**src/ddpt_pkg.sv**
```systemverilog
// Shared types, constants and arithmetic helpers of the tracking controller.
package ddpt_pkg;

   localparam int DEFAULT_CORDIC_STEPS = 16;
   localparam int ITER_COUNT = 32;

   localparam logic signed [33:0] HALF_PI_Q30 = 34'sd1686629713;
   localparam logic signed [65:0] INT32_MAX_W = 66'sd2147483647;
   localparam logic signed [65:0] INT32_MIN_W = -66'sd2147483648;
   localparam logic signed [65:0] TWO_POW_31_W = 66'sd2147483648;

   localparam logic [15:0] RST_HEADING_GAIN_NOW = 16'd922;
   localparam logic [15:0] RST_HEADING_GAIN_PREV = 16'd1024;
   localparam logic [15:0] RST_DISTANCE_GAIN_NOW = 16'd768;
   localparam logic [15:0] RST_DISTANCE_GAIN_PREV = 16'd768;
   localparam logic [30:0] RST_HALF_TRACK_WIDTH = 31'd65536;
   localparam logic [30:0] RST_INV_RADIUS = 31'd65536;

   typedef struct packed {
      logic operation;
      logic signed [31:0] pos_x;
      logic signed [31:0] pos_y;
      logic signed [19:0] heading;
   } ddpt_req_type;

   typedef struct packed {
      logic signed [31:0] left_wheel_speed;
      logic signed [31:0] right_wheel_speed;
      logic signed [31:0] forward_speed;
      logic signed [31:0] turn_rate;
   } ddpt_rsp_type;

   typedef struct packed {
      logic signed [15:0] heading_gain_now;
      logic signed [15:0] heading_gain_prev;
      logic signed [15:0] distance_gain_now;
      logic signed [15:0] distance_gain_prev;
      logic [30:0] half_track_width;
      logic [30:0] inv_radius_left;
      logic [30:0] inv_radius_right;
   } ddpt_cfg_type;

   typedef enum logic [2:0] {
      REG_HEADING_GAIN_NOW = 3'd0,
      REG_HEADING_GAIN_PREV = 3'd1,
      REG_DISTANCE_GAIN_NOW = 3'd2,
      REG_DISTANCE_GAIN_PREV = 3'd3,
      REG_HALF_TRACK_WIDTH = 3'd4,
      REG_INV_RADIUS_LEFT = 3'd5,
      REG_INV_RADIUS_RIGHT = 3'd6
   } ddpt_reg_type;

   typedef enum logic [4:0] {
      CMD_IDLE, CMD_FB, CMD_REF, CMD_SQX, CMD_SQY, CMD_SUM, CMD_ITER, CMD_FIN,
      CMD_MAD, CMD_MBD, CMD_VUP, CMD_MBH, CMD_WUP, CMD_MT, CMD_TRD,
      CMD_LHI, CMD_LLO, CMD_LSUM, CMD_RLO, CMD_RSUM, CMD_PUSH
   } ddpt_op_type;

   typedef enum logic [4:0] {
      ST_IDLE, ST_SQX, ST_SQY, ST_SUM, ST_ITER, ST_FIN,
      ST_MAD, ST_MBD, ST_VUP, ST_MBH, ST_WUP, ST_MT, ST_TRD,
      ST_LHI, ST_LLO, ST_LSUM, ST_RLO, ST_RSUM, ST_OUT
   } ddpt_state_type;

   typedef struct packed {
      ddpt_op_type op;
      logic [4:0] idx;
   } ddpt_cmd_type;

   typedef struct packed {
      logic out_free;
   } ddpt_status_type;

   // CORDIC arctangent of 2^-i in Q30
   function automatic logic signed [33:0] atan_q30(input logic [4:0] i);
      logic [29:0] v;
      unique case (i)
         5'd0: v = 30'd843314857;
         5'd1: v = 30'd497837829;
         5'd2: v = 30'd263043837;
         5'd3: v = 30'd133525159;
         5'd4: v = 30'd67021687;
         5'd5: v = 30'd33543516;
         5'd6: v = 30'd16775851;
         5'd7: v = 30'd8388437;
         5'd8: v = 30'd4194283;
         5'd9: v = 30'd2097149;
         5'd10: v = 30'd1048576;
         5'd11: v = 30'd524288;
         5'd12: v = 30'd262144;
         5'd13: v = 30'd131072;
         5'd14: v = 30'd65536;
         5'd15: v = 30'd32768;
         5'd16: v = 30'd16384;
         5'd17: v = 30'd8192;
         5'd18: v = 30'd4096;
         5'd19: v = 30'd2048;
         5'd20: v = 30'd1024;
         5'd21: v = 30'd512;
         5'd22: v = 30'd256;
         5'd23: v = 30'd128;
         5'd24: v = 30'd64;
         5'd25: v = 30'd32;
         5'd26: v = 30'd16;
         5'd27: v = 30'd8;
         5'd28: v = 30'd4;
         5'd29: v = 30'd2;
         5'd30: v = 30'd1;
         default: v = 30'd0;
      endcase
      return $signed({4'b0, v});
   endfunction

   // divide by 2^s, round to nearest, ties away from zero
   function automatic logic signed [65:0] rnd_shift(input logic signed [65:0] v,
                                                    input int unsigned s);
      logic signed [65:0] half;
      logic signed [65:0] mag;
      half = 66'sd1 <<< (s - 1);
      if (v < 0) begin
         mag = -v;
         return -((mag + half) >>> s);
      end
      return (v + half) >>> s;
   endfunction

   function automatic logic signed [31:0] sat32(input logic signed [65:0] v);
      if (v > INT32_MAX_W) return 32'sh7fffffff;
      if (v < INT32_MIN_W) return 32'sh80000000;
      return v[31:0];
   endfunction

   // apply sign to a wheel magnitude product, clamping to 32 bits
   function automatic logic signed [31:0] wheel_fin(input logic signed [65:0] p,
                                                    input logic neg);
      logic signed [65:0] r;
      r = (p > TWO_POW_31_W) ? TWO_POW_31_W : p;
      if (neg) return sat32(-r);
      return sat32(r);
   endfunction

endpackage

```
**src/ddpt_csr.sv**
```systemverilog
// Configuration register file with APB-style access.
module ddpt_csr import ddpt_pkg::*; (
   input  logic clock,
   input  logic reset,
   input  logic psel,
   input  logic penable,
   input  logic pwrite,
   input  logic [4:0] paddr,
   input  logic [31:0] pwdata,
   output logic [31:0] prdata,
   output logic pready,
   output ddpt_cfg_type cfg
);

   ddpt_cfg_type cfg_ff, cfg_in;
   ddpt_reg_type reg_sel;
   logic wr_en;

   assign pready = 1'b1;
   assign wr_en = psel && penable && pwrite;
   assign reg_sel = ddpt_reg_type'(paddr[4:2]);
   assign cfg = cfg_ff;

   always_comb begin
      cfg_in = cfg_ff;
      if (wr_en) begin
         unique case (reg_sel)
            REG_HEADING_GAIN_NOW: cfg_in.heading_gain_now = pwdata[15:0];
            REG_HEADING_GAIN_PREV: cfg_in.heading_gain_prev = pwdata[15:0];
            REG_DISTANCE_GAIN_NOW: cfg_in.distance_gain_now = pwdata[15:0];
            REG_DISTANCE_GAIN_PREV: cfg_in.distance_gain_prev = pwdata[15:0];
            REG_HALF_TRACK_WIDTH: cfg_in.half_track_width = pwdata[30:0];
            REG_INV_RADIUS_LEFT: cfg_in.inv_radius_left = pwdata[30:0];
            REG_INV_RADIUS_RIGHT: cfg_in.inv_radius_right = pwdata[30:0];
            default: cfg_in = cfg_ff;
         endcase
      end
   end

   always_comb begin
      unique case (reg_sel)
         REG_HEADING_GAIN_NOW: prdata = 32'(cfg_ff.heading_gain_now);
         REG_HEADING_GAIN_PREV: prdata = 32'(cfg_ff.heading_gain_prev);
         REG_DISTANCE_GAIN_NOW: prdata = 32'(cfg_ff.distance_gain_now);
         REG_DISTANCE_GAIN_PREV: prdata = 32'(cfg_ff.distance_gain_prev);
         REG_HALF_TRACK_WIDTH: prdata = {1'b0, cfg_ff.half_track_width};
         REG_INV_RADIUS_LEFT: prdata = {1'b0, cfg_ff.inv_radius_left};
         REG_INV_RADIUS_RIGHT: prdata = {1'b0, cfg_ff.inv_radius_right};
         default: prdata = 32'd0;
      endcase
   end

   always_ff @(posedge clock) begin
      if (reset) begin
         cfg_ff.heading_gain_now <= RST_HEADING_GAIN_NOW;
         cfg_ff.heading_gain_prev <= RST_HEADING_GAIN_PREV;
         cfg_ff.distance_gain_now <= RST_DISTANCE_GAIN_NOW;
         cfg_ff.distance_gain_prev <= RST_DISTANCE_GAIN_PREV;
         cfg_ff.half_track_width <= RST_HALF_TRACK_WIDTH;
         cfg_ff.inv_radius_left <= RST_INV_RADIUS;
         cfg_ff.inv_radius_right <= RST_INV_RADIUS;
      end else begin
         cfg_ff <= cfg_in;
      end
   end

endmodule

```
**config.mk**
```make
export PLATFORM = sky130hd
export DESIGN_NAME = ddpt_csr
export DESIGN_NICKNAME = d
export VERILOG_FILES = /design/src/ddpt_pkg.sv /design/src/ddpt_csr.sv
export SDC_FILE = /design/constraint.sdc
export NUM_CORES = 1
export LEC_CHECK = 0
export ABC_AREA = 1
export BUFFER_PORTS_ARGS = -buffer_cell sky130_fd_sc_hd__buf_4
export CORE_ASPECT_RATIO = 1.5
export CORE_MARGIN = 10
export CORE_UTILIZATION = 52
export DETAILED_ROUTE_END_ITERATION = 8
export PLACE_DENSITY_LB_ADDON = 0.05
export SLEW_MARGIN = 40
export SYNTH_ARGS = -nofsm -noshare
export SYNTH_HDL_FRONTEND = slang
export SYNTH_SLANG_ARGS = --single-unit
```
**constraint.sdc**
```tcl
create_clock -name clock -period 1.4 [get_ports clock]
set_input_delay 0.07 -clock clock [delete_from_list [all_inputs] [get_ports clock]]
set_output_delay 0.07 -clock clock [all_outputs]
set_load 0.02 [all_outputs]
```
# Word level (Yosys, flattened, before mapping)
# Cells that the tools add are included.
[totals]
ff_bits = 157
input_bits = 42
output_inout_bits = 190
wordCells = 24
[op_classes]
eq_ne = 6
n_mux = 1
n_reduce_logical = 10
[op_table]
columns = ["cell", "count"]
rows = [
  ["case mux 32 bit (7 select lines)", 1],
  ["AND reduction 2 bit", 7],
  ["== test 3 bit (second input constant)", 3],
  ["== test 3 x 2 -> 1 bit (second input constant)", 2],
  ["== test 3 x 1 -> 1 bit (second input constant)", 1],
  ["logical NOT 3 bit", 1],
  ["logical AND 1 bit", 2],
]

# Logic depth before layout (Yosys ltp)
[logic_depth]
depth_word = 3
depth_mapped = 8
depth_no_buf = 6

# Worst setup path after synthesis
# No wires, ideal clock.
[synth_path]
path_kind = "reg-to-output"
start = "reg cfg_ff (netlist bit cfg[108])"
end = "out prdata[15]"
arrival_ns = 1.130
required_time_ns = 1.330
path_slack_ns = 0.200
stages_incl_launch_ff = 6
path_buffers = 1
cell_sequence = "dfxtp_1 > nand4_2 > buf_2 > nand2_1 > nor2_1 > nand2_1"
[synth_between]
elab_chain_len = 1
[synth_lines]
columns = ["item", "line", "text"]
rows = [
  ["start: declaration", "ddpt_csr.sv:15", "ddpt_cfg_type cfg_ff, cfg_in;"],
  ["start signal: assignment", "ddpt_csr.sv:63", "cfg_ff <= cfg_in;"],
  ["case mux 32 bit (7 select lines)", "ddpt_csr.sv:41", "unique case (reg_sel)"],
  ["end: declaration", "ddpt_csr.sv:10", "output logic [31:0] prdata,"],
]
# Every way passes these cells.

# Final worst setup path
[layout_path]
start = "reg cfg_ff (netlist bit cfg[140])"
end = "out prdata[30]"
# Same word-level chain as after synthesis.

==> results.cfg <==
[timing]
layout_worst_path_cycle_share_pct = 109
rsz0062_at_grt = yes
min_period_ns = 1.52
hold_violations = 0
slew_viol_final = 0
max_freq_ghz = 0.656
finalSetupViolations = 17
fin_skew_ns = 0
worst_slack_ns = -0.123
worst_slew_pin_slew_ns = 0.511
slew-limit-headroom_pct = 65.9
final.setup.tns_ns = -1.56

[placement]
place_hpwl_um = 21800
gp_congestion = 1.03
place_ws_ns = 0.0599
portBuffers = 227

[floorplanning]
die_w_um = 120
ios = 232
dieArea_mm2 = 0.0206
dieHeight_um = 171
core_area_mm2 = 0.0150
initial_core_util_pct = 52.5
rows = 55

[critical_path]
crit_type = flip-flop to output port
crit_top_cell = nand2_1
arrival_ns = 1.45
slowest_delay_ns = 0.33
cp.required_ns = 1.33
cp_slowest_cell = dfxtp_2
critPathMaxFanout = 17
startpoint_type = flip-flop
end_kind = output port
crit_family = simple AND/OR/NAND/NOR gates
cp.buffers_inverters = 2
crit_chain = nand4_1 > nand2_1 > nor2_4 > buf_12 > nand2_1 > buf_6

[job]
maxCapViolations = 0

[route]
num_vias = 9152
drt_iter0_drc = 1008
drc = 0
wl_um = 30900
wire_per_inst_um = 18.1
firstDrtPassIters = 5
avgViaCountPerCell = 5.36
ant_nets = 0

[synth]
synth_area_mm2 = 0.00788
ys_warn_count = 0
synth_seq_cells = 157
synth_cell_type_count = 19
synth_area_per_cell_um2 = 6.25
postSynthCellCount = 1260
synth_nets = 1302
yosysSeqAreaShare_pct = 39.9

[pwr]
seqPwrFrac_pct = 44.6
p_comb_share_pct = 12.7
leakagePower_nw = 5.45
swShare_pct = 28.2
p_switching_mw = 2.89
p_clk_share_pct = 42.6
p_int_mw = 7.37
power_density_mw_per_mm2 = 911
vdd_ir_drop_max_mv = 0.716
finalPower_mw = 10.3

[clocking]
clkTransAtPathRegs_ns = 0.07
cts_tree = yes
cts.path.max_buffers = 2
insertion_delay_ns = 0.42
cts_max_level = 4
cts_buffers = 17
cts-root-buf = clkbuf_16
cts.sinks = 157

[grt]
grt_pass1_vias = 8845
grt_first_pass_wirelength_um = 47800
antenna_found_initial = 0
grt_max_degree = 46
overflow = 0
grt_usage_pct = 29.2

[final_layout]
largest_reg_flops = 157
num-nets-final = 1536
diodes = 0
layout-drive-gt1-share_pct = 29.7
final_common_cell = nand2_1
area_growth_pct = 43.0
final_core_util_pct = 75.1
mostFrequentLayoutCells = nand2_1 (341), nor2_1 (329), buf_4 (238)

[outcome]
violations = negative setup slack
status = finished with violations

[hold_path]
hold_path_class = input port to flip-flop
## layout make-up
cell class	instances	area, um^2
Sequential cell	157	3200
Multi-Input combinational cell	957	4270
Clock inverter	13	108
Timing Repair Buffer	310	2800
Tap cell	199	249
Clock buffer	19	443
Fill cell	1297	3740
Inverter	51	194
## repair_timing
item,CTS,global route
hold endpoints to repair,44,0
pin swaps,3,45
resized for setup,37,106
buffers inserted,2,11
setup endpoints to repair,26,32
hold buffers,21,0
gates cloned,1,0
## worst paths after layout
kind,slack (ns),endpoint,startpoint,depth (start not counted)
hold / removal,0.01,cfg[51],pwdata[20],5
setup / recovery,-0.12,prdata[30],cfg[140],6
hold reg to reg,0.47,cfg[117],cfg[117],2
setup reg to reg,0.68,cfg[108],cfg[108],3
## tightest hold or removal path: cells and delay by family
kind	cells	cell delay, ns
buffers and inverters	2	0.15
AND/OR/NAND/NOR	3	0.18
## power groups by stage
stage / Combinational [mW] / Sequential (mW) / Clock (mW)
detailed placement: 1.20 / 4.67 / 0
CTS: 1.26 / 4.57 / 4.39
global route: 1.40 / 4.58 / 4.61
floorplan: 0.608 / 4.73 / 0
finish: 1.31 / 4.58 / 4.37
global placement: 1.19 / 4.67 / 0
## stage by stage
step                      hold WS (ns)  cell area (um^2)  instances
final                           0.0123             11300       1706
after global routing           0.00999             11300       1706
after CTS                      0.00693             10900       1695
after detailed placement         0.296             10000       1639
after global placement           0.290             10000       1639
after floorplan                  0.196              7880       1260
## kinds of logic after synthesis
logic type,share of synthesized area (%)
AO/OA/AOI/OAI,0.254
buffers and inverters,8.64
flip-flops,39.9
other,0.0476
AND/OR/NAND/NOR,51.2
## synth_stat cells (all sizes together)
library cell | instances | area (um^2)
nand3 | 136 | 708
dfxtp | 157 | 3140
buf | 68 | 388
inv | 51 | 191
nand4 | 79 | 500
nor2 | 362 | 1410
nand2 | 375 | 1410
conb | 1 | 3.75
o21ai | 4 | 20.0
clkbuf | 27 | 101
## layer usage
metal	vias up	global-route usage (%)	share of wire [%]
met3	81	7.03	8.3
li1	4441	-	-
met4	0	17.4	5.7
met2	461	50.8	50
met1	4169	31.3	36
met5	-	0	0
(Power assumes the default switching activity.)
