$ cat config.mk
export PLATFORM = sky130hd
export DESIGN_NAME = ddpt_ctrl
export DESIGN_NICKNAME = d
export VERILOG_FILES = /design/src/ddpt_pkg.sv /design/src/ddpt_ctrl.sv
export SDC_FILE = /design/constraint.sdc
export NUM_CORES = 1
export LEC_CHECK = 0
export BUFFER_PORTS_ARGS = -buffer_cell sky130_fd_sc_hd__buf_2
export CORE_AREA = 4 4 41 43
export DETAILED_ROUTE_END_ITERATION = 10
export DIE_AREA = 0 0 45 47
export PLACE_DENSITY = 0.71
export SKIP_LAST_GASP = 1
export SLEW_MARGIN = 20
export SYNTH_ARGS = -nofsm -noshare
export SYNTH_HDL_FRONTEND = slang
export SYNTH_SLANG_ARGS = --single-unit
$ cat constraint.sdc
create_clock -name clock -period 2.3 [get_ports clock]
set_input_delay 0.23 -clock clock [delete_from_list [all_inputs] [get_ports clock]]
set_output_delay 0.23 -clock clock [all_outputs]
set_load 0.1 [all_outputs]
$ cat src/ddpt_pkg.sv
// Shared types, constants and arithmetic helpers of the tracking controller.
package ddpt_pkg;

   localparam int DEFAULT_CORDIC_STEPS = 16;
   localparam int ITER_COUNT = 32;

   localparam logic signed [33:0] HALF_PI_Q30 = 34'sd1686629713;
   localparam logic signed [65:0] INT32_MAX_W = 66'sd2147483647;
   localparam logic signed [65:0] INT32_MIN_W = -66'sd2147483648;
   localparam logic signed [65:0] TWO_POW_31_W = 66'sd2147483648;

   localparam logic [15:0] RST_HEADING_GAIN_NOW = 16'd922;
   localparam logic [15:0] RST_HEADING_GAIN_PREV = 16'd1024;
   localparam logic [15:0] RST_DISTANCE_GAIN_NOW = 16'd768;
   localparam logic [15:0] RST_DISTANCE_GAIN_PREV = 16'd768;
   localparam logic [30:0] RST_HALF_TRACK_WIDTH = 31'd65536;
   localparam logic [30:0] RST_INV_RADIUS = 31'd65536;

   typedef struct packed {
      logic operation;
      logic signed [31:0] pos_x;
      logic signed [31:0] pos_y;
      logic signed [19:0] heading;
   } ddpt_req_type;

   typedef struct packed {
      logic signed [31:0] left_wheel_speed;
      logic signed [31:0] right_wheel_speed;
      logic signed [31:0] forward_speed;
      logic signed [31:0] turn_rate;
   } ddpt_rsp_type;

   typedef struct packed {
      logic signed [15:0] heading_gain_now;
      logic signed [15:0] heading_gain_prev;
      logic signed [15:0] distance_gain_now;
      logic signed [15:0] distance_gain_prev;
      logic [30:0] half_track_width;
      logic [30:0] inv_radius_left;
      logic [30:0] inv_radius_right;
   } ddpt_cfg_type;

   typedef enum logic [2:0] {
      REG_HEADING_GAIN_NOW = 3'd0,
      REG_HEADING_GAIN_PREV = 3'd1,
      REG_DISTANCE_GAIN_NOW = 3'd2,
      REG_DISTANCE_GAIN_PREV = 3'd3,
      REG_HALF_TRACK_WIDTH = 3'd4,
      REG_INV_RADIUS_LEFT = 3'd5,
      REG_INV_RADIUS_RIGHT = 3'd6
   } ddpt_reg_type;

   typedef enum logic [4:0] {
      CMD_IDLE, CMD_FB, CMD_REF, CMD_SQX, CMD_SQY, CMD_SUM, CMD_ITER, CMD_FIN,
      CMD_MAD, CMD_MBD, CMD_VUP, CMD_MBH, CMD_WUP, CMD_MT, CMD_TRD,
      CMD_LHI, CMD_LLO, CMD_LSUM, CMD_RLO, CMD_RSUM, CMD_PUSH
   } ddpt_op_type;

   typedef enum logic [4:0] {
      ST_IDLE, ST_SQX, ST_SQY, ST_SUM, ST_ITER, ST_FIN,
      ST_MAD, ST_MBD, ST_VUP, ST_MBH, ST_WUP, ST_MT, ST_TRD,
      ST_LHI, ST_LLO, ST_LSUM, ST_RLO, ST_RSUM, ST_OUT
   } ddpt_state_type;

   typedef struct packed {
      ddpt_op_type op;
      logic [4:0] idx;
   } ddpt_cmd_type;

   typedef struct packed {
      logic out_free;
   } ddpt_status_type;

   // CORDIC arctangent of 2^-i in Q30
   function automatic logic signed [33:0] atan_q30(input logic [4:0] i);
      logic [29:0] v;
      unique case (i)
         5'd0: v = 30'd843314857;
         5'd1: v = 30'd497837829;
         5'd2: v = 30'd263043837;
         5'd3: v = 30'd133525159;
         5'd4: v = 30'd67021687;
         5'd5: v = 30'd33543516;
         5'd6: v = 30'd16775851;
         5'd7: v = 30'd8388437;
         5'd8: v = 30'd4194283;
         5'd9: v = 30'd2097149;
         5'd10: v = 30'd1048576;
         5'd11: v = 30'd524288;
         5'd12: v = 30'd262144;
         5'd13: v = 30'd131072;
         5'd14: v = 30'd65536;
         5'd15: v = 30'd32768;
         5'd16: v = 30'd16384;
         5'd17: v = 30'd8192;
         5'd18: v = 30'd4096;
         5'd19: v = 30'd2048;
         5'd20: v = 30'd1024;
         5'd21: v = 30'd512;
         5'd22: v = 30'd256;
         5'd23: v = 30'd128;
         5'd24: v = 30'd64;
         5'd25: v = 30'd32;
         5'd26: v = 30'd16;
         5'd27: v = 30'd8;
         5'd28: v = 30'd4;
         5'd29: v = 30'd2;
         5'd30: v = 30'd1;
         default: v = 30'd0;
      endcase
      return $signed({4'b0, v});
   endfunction

   // divide by 2^s, round to nearest, ties away from zero
   function automatic logic signed [65:0] rnd_shift(input logic signed [65:0] v,
                                                    input int unsigned s);
      logic signed [65:0] half;
      logic signed [65:0] mag;
      half = 66'sd1 <<< (s - 1);
      if (v < 0) begin
         mag = -v;
         return -((mag + half) >>> s);
      end
      return (v + half) >>> s;
   endfunction

   function automatic logic signed [31:0] sat32(input logic signed [65:0] v);
      if (v > INT32_MAX_W) return 32'sh7fffffff;
      if (v < INT32_MIN_W) return 32'sh80000000;
      return v[31:0];
   endfunction

   // apply sign to a wheel magnitude product, clamping to 32 bits
   function automatic logic signed [31:0] wheel_fin(input logic signed [65:0] p,
                                                    input logic neg);
      logic signed [65:0] r;
      r = (p > TWO_POW_31_W) ? TWO_POW_31_W : p;
      if (neg) return sat32(-r);
      return sat32(r);
   endfunction

endpackage

$ cat src/ddpt_ctrl.sv
// Sequencer that steps the datapath through one tracking update.
module ddpt_ctrl import ddpt_pkg::*; (
   input  logic clock,
   input  logic reset,
   input  logic req_valid,
   input  logic req_operation,
   output logic req_stall,
   input  ddpt_status_type status,
   output ddpt_cmd_type cmd
);

   ddpt_state_type state_ff, state_in;
   logic [4:0] idx_ff, idx_in;

   always_comb begin
      state_in = state_ff;
      unique case (state_ff)
         ST_IDLE: if (req_valid && req_operation) state_in = ST_SQX;
         ST_SQX: state_in = ST_SQY;
         ST_SQY: state_in = ST_SUM;
         ST_SUM: state_in = ST_ITER;
         ST_ITER: if (idx_ff == 5'(ITER_COUNT - 1)) state_in = ST_FIN;
         ST_FIN: state_in = ST_MAD;
         ST_MAD: state_in = ST_MBD;
         ST_MBD: state_in = ST_VUP;
         ST_VUP: state_in = ST_MBH;
         ST_MBH: state_in = ST_WUP;
         ST_WUP: state_in = ST_MT;
         ST_MT: state_in = ST_TRD;
         ST_TRD: state_in = ST_LHI;
         ST_LHI: state_in = ST_LLO;
         ST_LLO: state_in = ST_LSUM;
         ST_LSUM: state_in = ST_RLO;
         ST_RLO: state_in = ST_RSUM;
         ST_RSUM: state_in = ST_OUT;
         ST_OUT: if (status.out_free) state_in = ST_IDLE;
         default: state_in = ST_IDLE;
      endcase
   end

   always_comb begin
      idx_in = idx_ff;
      if (state_ff == ST_SUM) idx_in = 5'd0;
      else if (state_ff == ST_ITER) idx_in = idx_ff + 5'd1;
   end

   always_comb begin
      req_stall = (state_ff != ST_IDLE);
      cmd.idx = idx_ff;
      unique case (state_ff)
         ST_IDLE: begin
            if (!req_valid) cmd.op = CMD_IDLE;
            else if (req_operation) cmd.op = CMD_REF;
            else cmd.op = CMD_FB;
         end
         ST_SQX: cmd.op = CMD_SQX;
         ST_SQY: cmd.op = CMD_SQY;
         ST_SUM: cmd.op = CMD_SUM;
         ST_ITER: cmd.op = CMD_ITER;
         ST_FIN: cmd.op = CMD_FIN;
         ST_MAD: cmd.op = CMD_MAD;
         ST_MBD: cmd.op = CMD_MBD;
         ST_VUP: cmd.op = CMD_VUP;
         ST_MBH: cmd.op = CMD_MBH;
         ST_WUP: cmd.op = CMD_WUP;
         ST_MT: cmd.op = CMD_MT;
         ST_TRD: cmd.op = CMD_TRD;
         ST_LHI: cmd.op = CMD_LHI;
         ST_LLO: cmd.op = CMD_LLO;
         ST_LSUM: cmd.op = CMD_LSUM;
         ST_RLO: cmd.op = CMD_RLO;
         ST_RSUM: cmd.op = CMD_RSUM;
         ST_OUT: cmd.op = status.out_free ? CMD_PUSH : CMD_IDLE;
         default: cmd.op = CMD_IDLE;
      endcase
   end

   always_ff @(posedge clock) begin
      if (reset) begin
         state_ff <= ST_IDLE;
         idx_ff <= 5'd0;
      end else begin
         state_ff <= state_in;
         idx_ff <= idx_in;
      end
   end

endmodule

Yosys cells after proc, flatten, opt, wreduce, memory -nomap -nowiden
Cells that the tools add are included.
{"block": "totals", "input_bits": 5, "out_inout_bits": 11, "elab_cells": 38, "regBits": 10}
{"block": "classes", "n_eq_ne": 22, "addsub": 1, "n_reduce_logical": 5, "muxes": 8}
{"op": "$pmux W5 S19", "n": 2}
{"op": "$eq A5 B4 Y1 const B", "n": 8}
{"op": "$eq A5 B3 Y1 const B", "n": 4}
{"op": "$eq A5 B5 Y1 const B", "n": 4}
{"op": "$mux W5", "n": 4}
{"op": "$eq A5 B2 Y1 const B", "n": 2}
{"op": "$ne A2 B2 Y1 const B", "n": 3}
{"op": "$add A5 B1 Y5 const B", "n": 1}
{"op": "$eq A5 B1 Y1 const B", "n": 1}
{"op": "$logic_not A5 Y1", "n": 1}
{"op": "$reduce_bool A5 Y1", "n": 1}
{"op": "$mux W2", "n": 2}
{"op": "$reduce_and A3 Y1", "n": 1}
{"op": "$reduce_or A2 Y1", "n": 1}
{"op": "$logic_and A1 B1 Y1", "n": 1}

Depth between registers and ports, before layout
Gate-level depths: netlist (run 1).
{"block": "depth", "ltp_word": 3, "ltp_mapped": 6, "depth_no_buf": 6}

Worst setup path before layout (run 1)
No wires, ideal clock.
{"block": "synth_path", "kind": "register to output", "startpoint": "register state_ff[3]", "endpoint": "output cmd[7] (netlist bit)", "stages_incl_launch_ff": 4, "slack_ps": -963, "n_path_buf": 1, "arrival_time_ps": 3033, "cell_sequence": "dfxtp_1 > buf_6 > or2_2 > o32ai_1"}
{"element": "start: declaration", "line": "ddpt_ctrl.sv:12", "source": "ddpt_state_type state_ff, state_in;"}
{"element": "start signal: assignment", "line": "ddpt_ctrl.sv:83", "source": "state_ff <= state_in;"}
{"element": "end: declaration", "line": "ddpt_ctrl.sv:9", "source": "output ddpt_cmd_type cmd"}

==> reports/summary.txt, run 1 <==
WP data required - 2.07 ns
Final Hold Vio Count - 0
Clk pin slew, worst setup/hold paths - 0.07 ns
share of cells above drive strength 1 - 30.9%
CTS tree - yes
Tcrit/Tclk final - 89.0%
Port Buffers - 15
setup_tns - 0 ns
global-route wire length before repair - 2560 um
chip height - 47 um
Syn. warnings - 0
clock tree sinks - 10
initial core utilization - 47.0%
status - complete, no violations
Routability Congestion - 0.802
Num CTS Buffers - 3
Tmin final - 2.05 ns
Root Driver - clkbuf_4
Detail Route Antenna Nets - 0
vias in the first global route - 622
RSZ-0062 raised after global routing - no
via count - 618
die footprint - 2120 sq um
pwr dens - 635 nW/um^2
grt ovf - 0
Top-Level Pins - 16
Clock Skew - 0.00667 ns
core footprint - 1300 sq um
critical path peak fanout - 8
final WL - 1410 um
Ant. Diodes - 0
max_cap viols - 0
Synth cell types - 30
sequential fraction of the synthesis area - 32.7%
leading cell types in the layout, fill and taps excluded - buf_2, dfxtp_1, nand2_1, o21ai_0, a21oi_1
Clock Path Buffers - 2
area delta synth->final - 21.9%
commonest non-fill, non-tap cell in the layout - buf_2
syn avg cell area - 7.74 sq um
Lkg Pwr - 0.329 nW
Post-Syn Area - 612 sq um
FP Rows - 13
Syn Nets - 86
worst-margin pin slew - 0.526 ns
Final HPWL DP - 1060 um
final net count - 102
antenna violations before repair - 0
FMAX - 0.489 GHz
leading area contributor after synthesis - dfxtp_1
drc violations - 0
Via density - 5.67
share of the synthesized area in the top cell type - 32.7%
Slew Viols, Final - 0
#FFs+latches synth - 10
DR pass1 iterations - 4
Crit Path Class - flop to primary output
CTS H-tree depth - 1
GRT Total Usage - 16.3%
Setup-failing EPs final - 0
clk_lat worst skew - 0.27 ns
Fill cells - 136
VDD IR-drop max - 379 uV
Mapped Cells - 79
pin count of the biggest net entering global routing - 16
Slew Limit Headroom - 64.6%
Synth area leaders - dfxtp_1, o21ai_0, a21oi_1
crit end category - primary output
CTS Hold Bufs - 0
Post-Route Utilization - 57.3%
Setup crit start kind - flop
WL per Instance - 12.9 um
drt initial violations - 9
Hold Crit Class - input pin to flop
Die X - 45 um
arrival time worst endpoint - 1.82 ns
[what timing repair did]
| action | CTS | global route |
|---|---|---|
| gates resized for setup | 0 | 1 |
| buffers inserted | 0 | 0 |
| endpoints found under the setup margin | 0 | 1 |
[report_power, final]
part	switching, mW	total, mW	internal, mW
clock network	0.0640	0.160	0.0961
registers	0.0103	0.186	0.176
logic	0.100	0.127	0.0271
[critical path: stages, from the launching register on]
cell and delay, ns:
dfxtp_1 0.38, or2_2 0.35, a2111oi_1 0.44, a211oi_2 0.07, buf_2 0.31
[stage by stage]
stage	power, mW	instances	hold WS, ns	cell area [sq um]	setup WS (ns)
finish	0.474	109	0.153	746	0.254
global route	0.500	109	0.147	746	0.0652
detailed placement	0.317	105	0.438	708	0.489
CTS	0.478	109	0.145	744	0.196
global placement	0.316	105	0.432	708	0.535
floorplan	0.298	79	0.307	631	0.0222
[path summary, 6_finish.rpt]
check / start / end / slack [ns] / cells after the start
setup / recovery: state_ff[3] / cmd[6] / 0.25 / 4
hold / removal: reset / state_ff[2] / 0.15 / 2
setup reg to reg: state_ff[1] / idx_ff[3] / 0.57 / 3
hold reg to reg: idx_ff[4] / idx_ff[4] / 0.50 / 2
[registers in the layout (all words and copies together), names as in the netlist]
signal	count
idx_ff	5
state_ff	5
[synth_stat cells]
cell type   n
buf_2       1
nor4_1      1
a21oi_1     6
nand3_1     5
or2_2       1
or3_1       4
a31o_2      2
inv_1       4
and3_1      1
xor2_1      2
buf_1       1
o21ai_0     8
nor3_1      3
nor2b_1     1
clkbuf_1    3
o32ai_1     1
ha_1        2
nand4_1     1
a211oi_1    3
nand2_1     7
a31oi_1     1
and2_2      1
or4_1       1
buf_6       1
a2111oi_0   1
xnor2_1     3
a32o_1      1
nand3b_1    1
dfxtp_1    10
nor2_1      2
[metal layers]
layer,track usage (%),routed length (um),up-vias
met1,19.4,646,286
li1,-,-,319
met2,28.5,684,11
met4,7.02,12,0
met3,3.45,65,2
met5,0,0,-
[layout make-up]
cell class | instances | area, sq um | area share [%]
multi-input combinational | 59 | 385 | 51.7
sequential | 10 | 200 | 26.8
timing repair buffer | 17 | 90.1 | 12.1
clock buffer | 4 | 36.3 | 4.87
tap | 15 | 18.8 | 2.52
inverter | 4 | 15.0 | 2.01
[cells by family (layout without fill, tap and decap cells)]
kind of cell	after synthesis	in the layout	share of synthesized area (%)
adders and majority gates	2	2	4.09
xor gates and xnor gates	5	5	7.16
and+or+nand+nor	29	29	25.0
DFF	10	10	32.7
AOI/OAI and AO/OA	23	23	23.5
buffers and inverters	10	25	7.56
No activity file was read; power rests on OpenSTA's default activity.
==> run 2: changes to the inputs <==
--- a/config.mk
+++ b/config.mk
@@ -10,6 +10,7 @@
 export DETAILED_ROUTE_END_ITERATION = 10
 export DIE_AREA = 0 0 45 47
 export PLACE_DENSITY = 0.71
+export REMOVE_ABC_BUFFERS = 1
 export SKIP_LAST_GASP = 1
 export SLEW_MARGIN = 20
 export SYNTH_ARGS = -nofsm -noshare
==> reports/summary.txt, run 2 (same netlist as run 1, synthesis figures left out) <==
status - complete, no violations
leading cell types in the layout, fill and taps excluded - buf_2, dfxtp_1, o21ai_0
Clk pin slew, worst setup/hold paths - 0.06 ns (about the same)
Setup crit start kind - flop
Routability Congestion - 0.762 (-5.0%)
worst-margin pin slew - 0.508 ns (-0.0179 ns)
drt initial violations - 9 (unchanged)
Clock Path Buffers - 2 (unchanged)
post-CTS sizing - 0 (unchanged)
pin count of the biggest net entering global routing - 16 (unchanged)
Top Registers - idx_ff x5, state_ff x5
Final HPWL DP - 914 um (-13%)
Worst Reg-to-Reg Cells - 3 (unchanged)
met2 usage - 21.8% (-6.8 points)
commonest non-fill, non-tap cell in the layout - buf_2
Reg-to-Reg Start - state_ff[4]
chip height - 47 um (unchanged)
initial core utilization - 47.0% (unchanged)
VDD IR-drop max - 449 uV (+18%)
via count - 605 (-2.1%)
grt peak-use layer - met2
final WL - 1280 um (-8.9%)
Lkg Pwr - 0.305 nW (-7.2%)
drc violations - 0 (unchanged)
RSZ-0062 raised after global routing - no
max_cap viols - 0 (unchanged)
grt met1 use - 18.7% (-0.63 points)
Hold Crit Class - input pin to flop
final instance area - 697 sq um (-6.5%)
Detail Route Antenna Nets - 0 (unchanged)
clock tree sinks - 10 (unchanged)
pwr dens - 608 nW/um^2 (-4.2%)
WP data required - 2.07 ns (about the same)
Setup-failing EPs final - 0 (unchanged)
die footprint - 2120 sq um (unchanged)
number of post-CTS setup repair buffers - 0 (unchanged)
arrival time worst endpoint - 1.86 ns (+0.04 ns)
Ant. Diodes - 0 (unchanged)
DR pass1 iterations - 4 (unchanged)
Die X - 45 um (unchanged)
met3 usage - 5.75% (+2.3 points)
Total Power - 0.424 mW (-10%)
share of cells above drive strength 1 - 24.2% (-6.7 points)
Root Driver - clkbuf_4
grt ovf - 0 (unchanged)
Via density - 5.71 (+0.67%)
critical path peak fanout - 14 (+6)
FP Rows - 13 (unchanged)
Hold Path End - state_ff[2]
final net count - 100 (-2.0%)
Crit Path Class - flop to primary output
GRT Total Usage - 14.5% (-1.9 points)
Tcrit/Tclk final - 91.0% (+2.1 points)
Top-Level Pins - 16 (unchanged)
Worst R2R End - idx_ff[3]
WL per Instance - 12.1 um (-6.3%)
hold path depth - 2 (unchanged)
Final Hold Vio Count - 0 (unchanged)
slack of the critical path - 0.207 ns (-0.0473 ns)
Tmin final - 2.09 ns (+0.0473 ns)
vias in the first global route - 489 (-21%)
core footprint - 1300 sq um (unchanged)
FMAX - 0.478 GHz (-2.3%)
CTS tree - yes
Slew Limit Headroom - 65.8% (+1.2 points)
setup slack at placement - 0.494 ns (+0.00487 ns)
area delta synth->final - 13.9%
clk_lat worst skew - 0.26 ns (about the same)
antenna violations before repair - 0 (unchanged)
crit end category - primary output
CTS Hold Bufs - 0 (unchanged)
Port Buffers - 15 (unchanged)
global-route wire length before repair - 2210 um (-13%)
Num CTS Buffers - 3 (unchanged)
reg-to-reg setup timing slack - 0.57 ns (about the same)
Clock Skew - 0.00104 ns (-0.00563 ns)
placed inst area - 674 sq um (-4.8%)
Slew Viols, Final - 0 (unchanged)
Min-Delay Startpoint - reset
CTS H-tree depth - 1 (unchanged)
[run 2: routing by layer]
metal  vias to the layer above  share of wire (%)
met4                         0               0.94
met2                        15                 47
met1                       277                 47
li1                        311                  -
met5                         -                  0
met3                         2                5.3
[run 2: stage by stage]
step                util (%)  TNS, ns  hold WS (ns)  std cells
floorplan                  -    -2.79         0.307         73
global placement        51.8        0         0.433        103
detailed placement      51.8        0         0.435        103
CTS                     53.6        0         0.155        106
global route            53.6        0         0.161        106
finish                  53.6        0         0.163        106
[run 2: how the worst max path moves through the flow]
stage / startpoint / endpoint / cells past startpoint
after global placement: state_ff[2] / cmd[6] / 4
final: state_ff[2] / cmd[6] / 4
after detailed placement: state_ff[2] / cmd[6] / 4
after CTS: state_ff[2] / cmd[6] / 4
after floorplan: state_ff[2] / cmd[7] / 2
after global routing: state_ff[2] / cmd[6] / 4
[run 2: power by group]
part           switching [mW]  internal [mW]  leakage (nW)
sequential             0.0105          0.176        0.0808
combinational          0.0969         0.0240         0.211
clock                  0.0560         0.0603        0.0138
total                   0.163          0.261         0.305
[run 2: critical path: stages (launching register included)]
cell and delay (ns):
dfxtp_1 0.44, or2_2 0.38, a2111oi_0 0.38, a211oi_1 0.09
buf_2 0.32
[run 2: layout make-up]
type | instances | area, sq um
inverter | 4 | 15.0
fill | 138 | 604
tap | 15 | 18.8
sequential | 10 | 200
timing repair buffer | 15 | 75.1
multi-input combinational | 59 | 365
clock buffer | 3 | 22.5
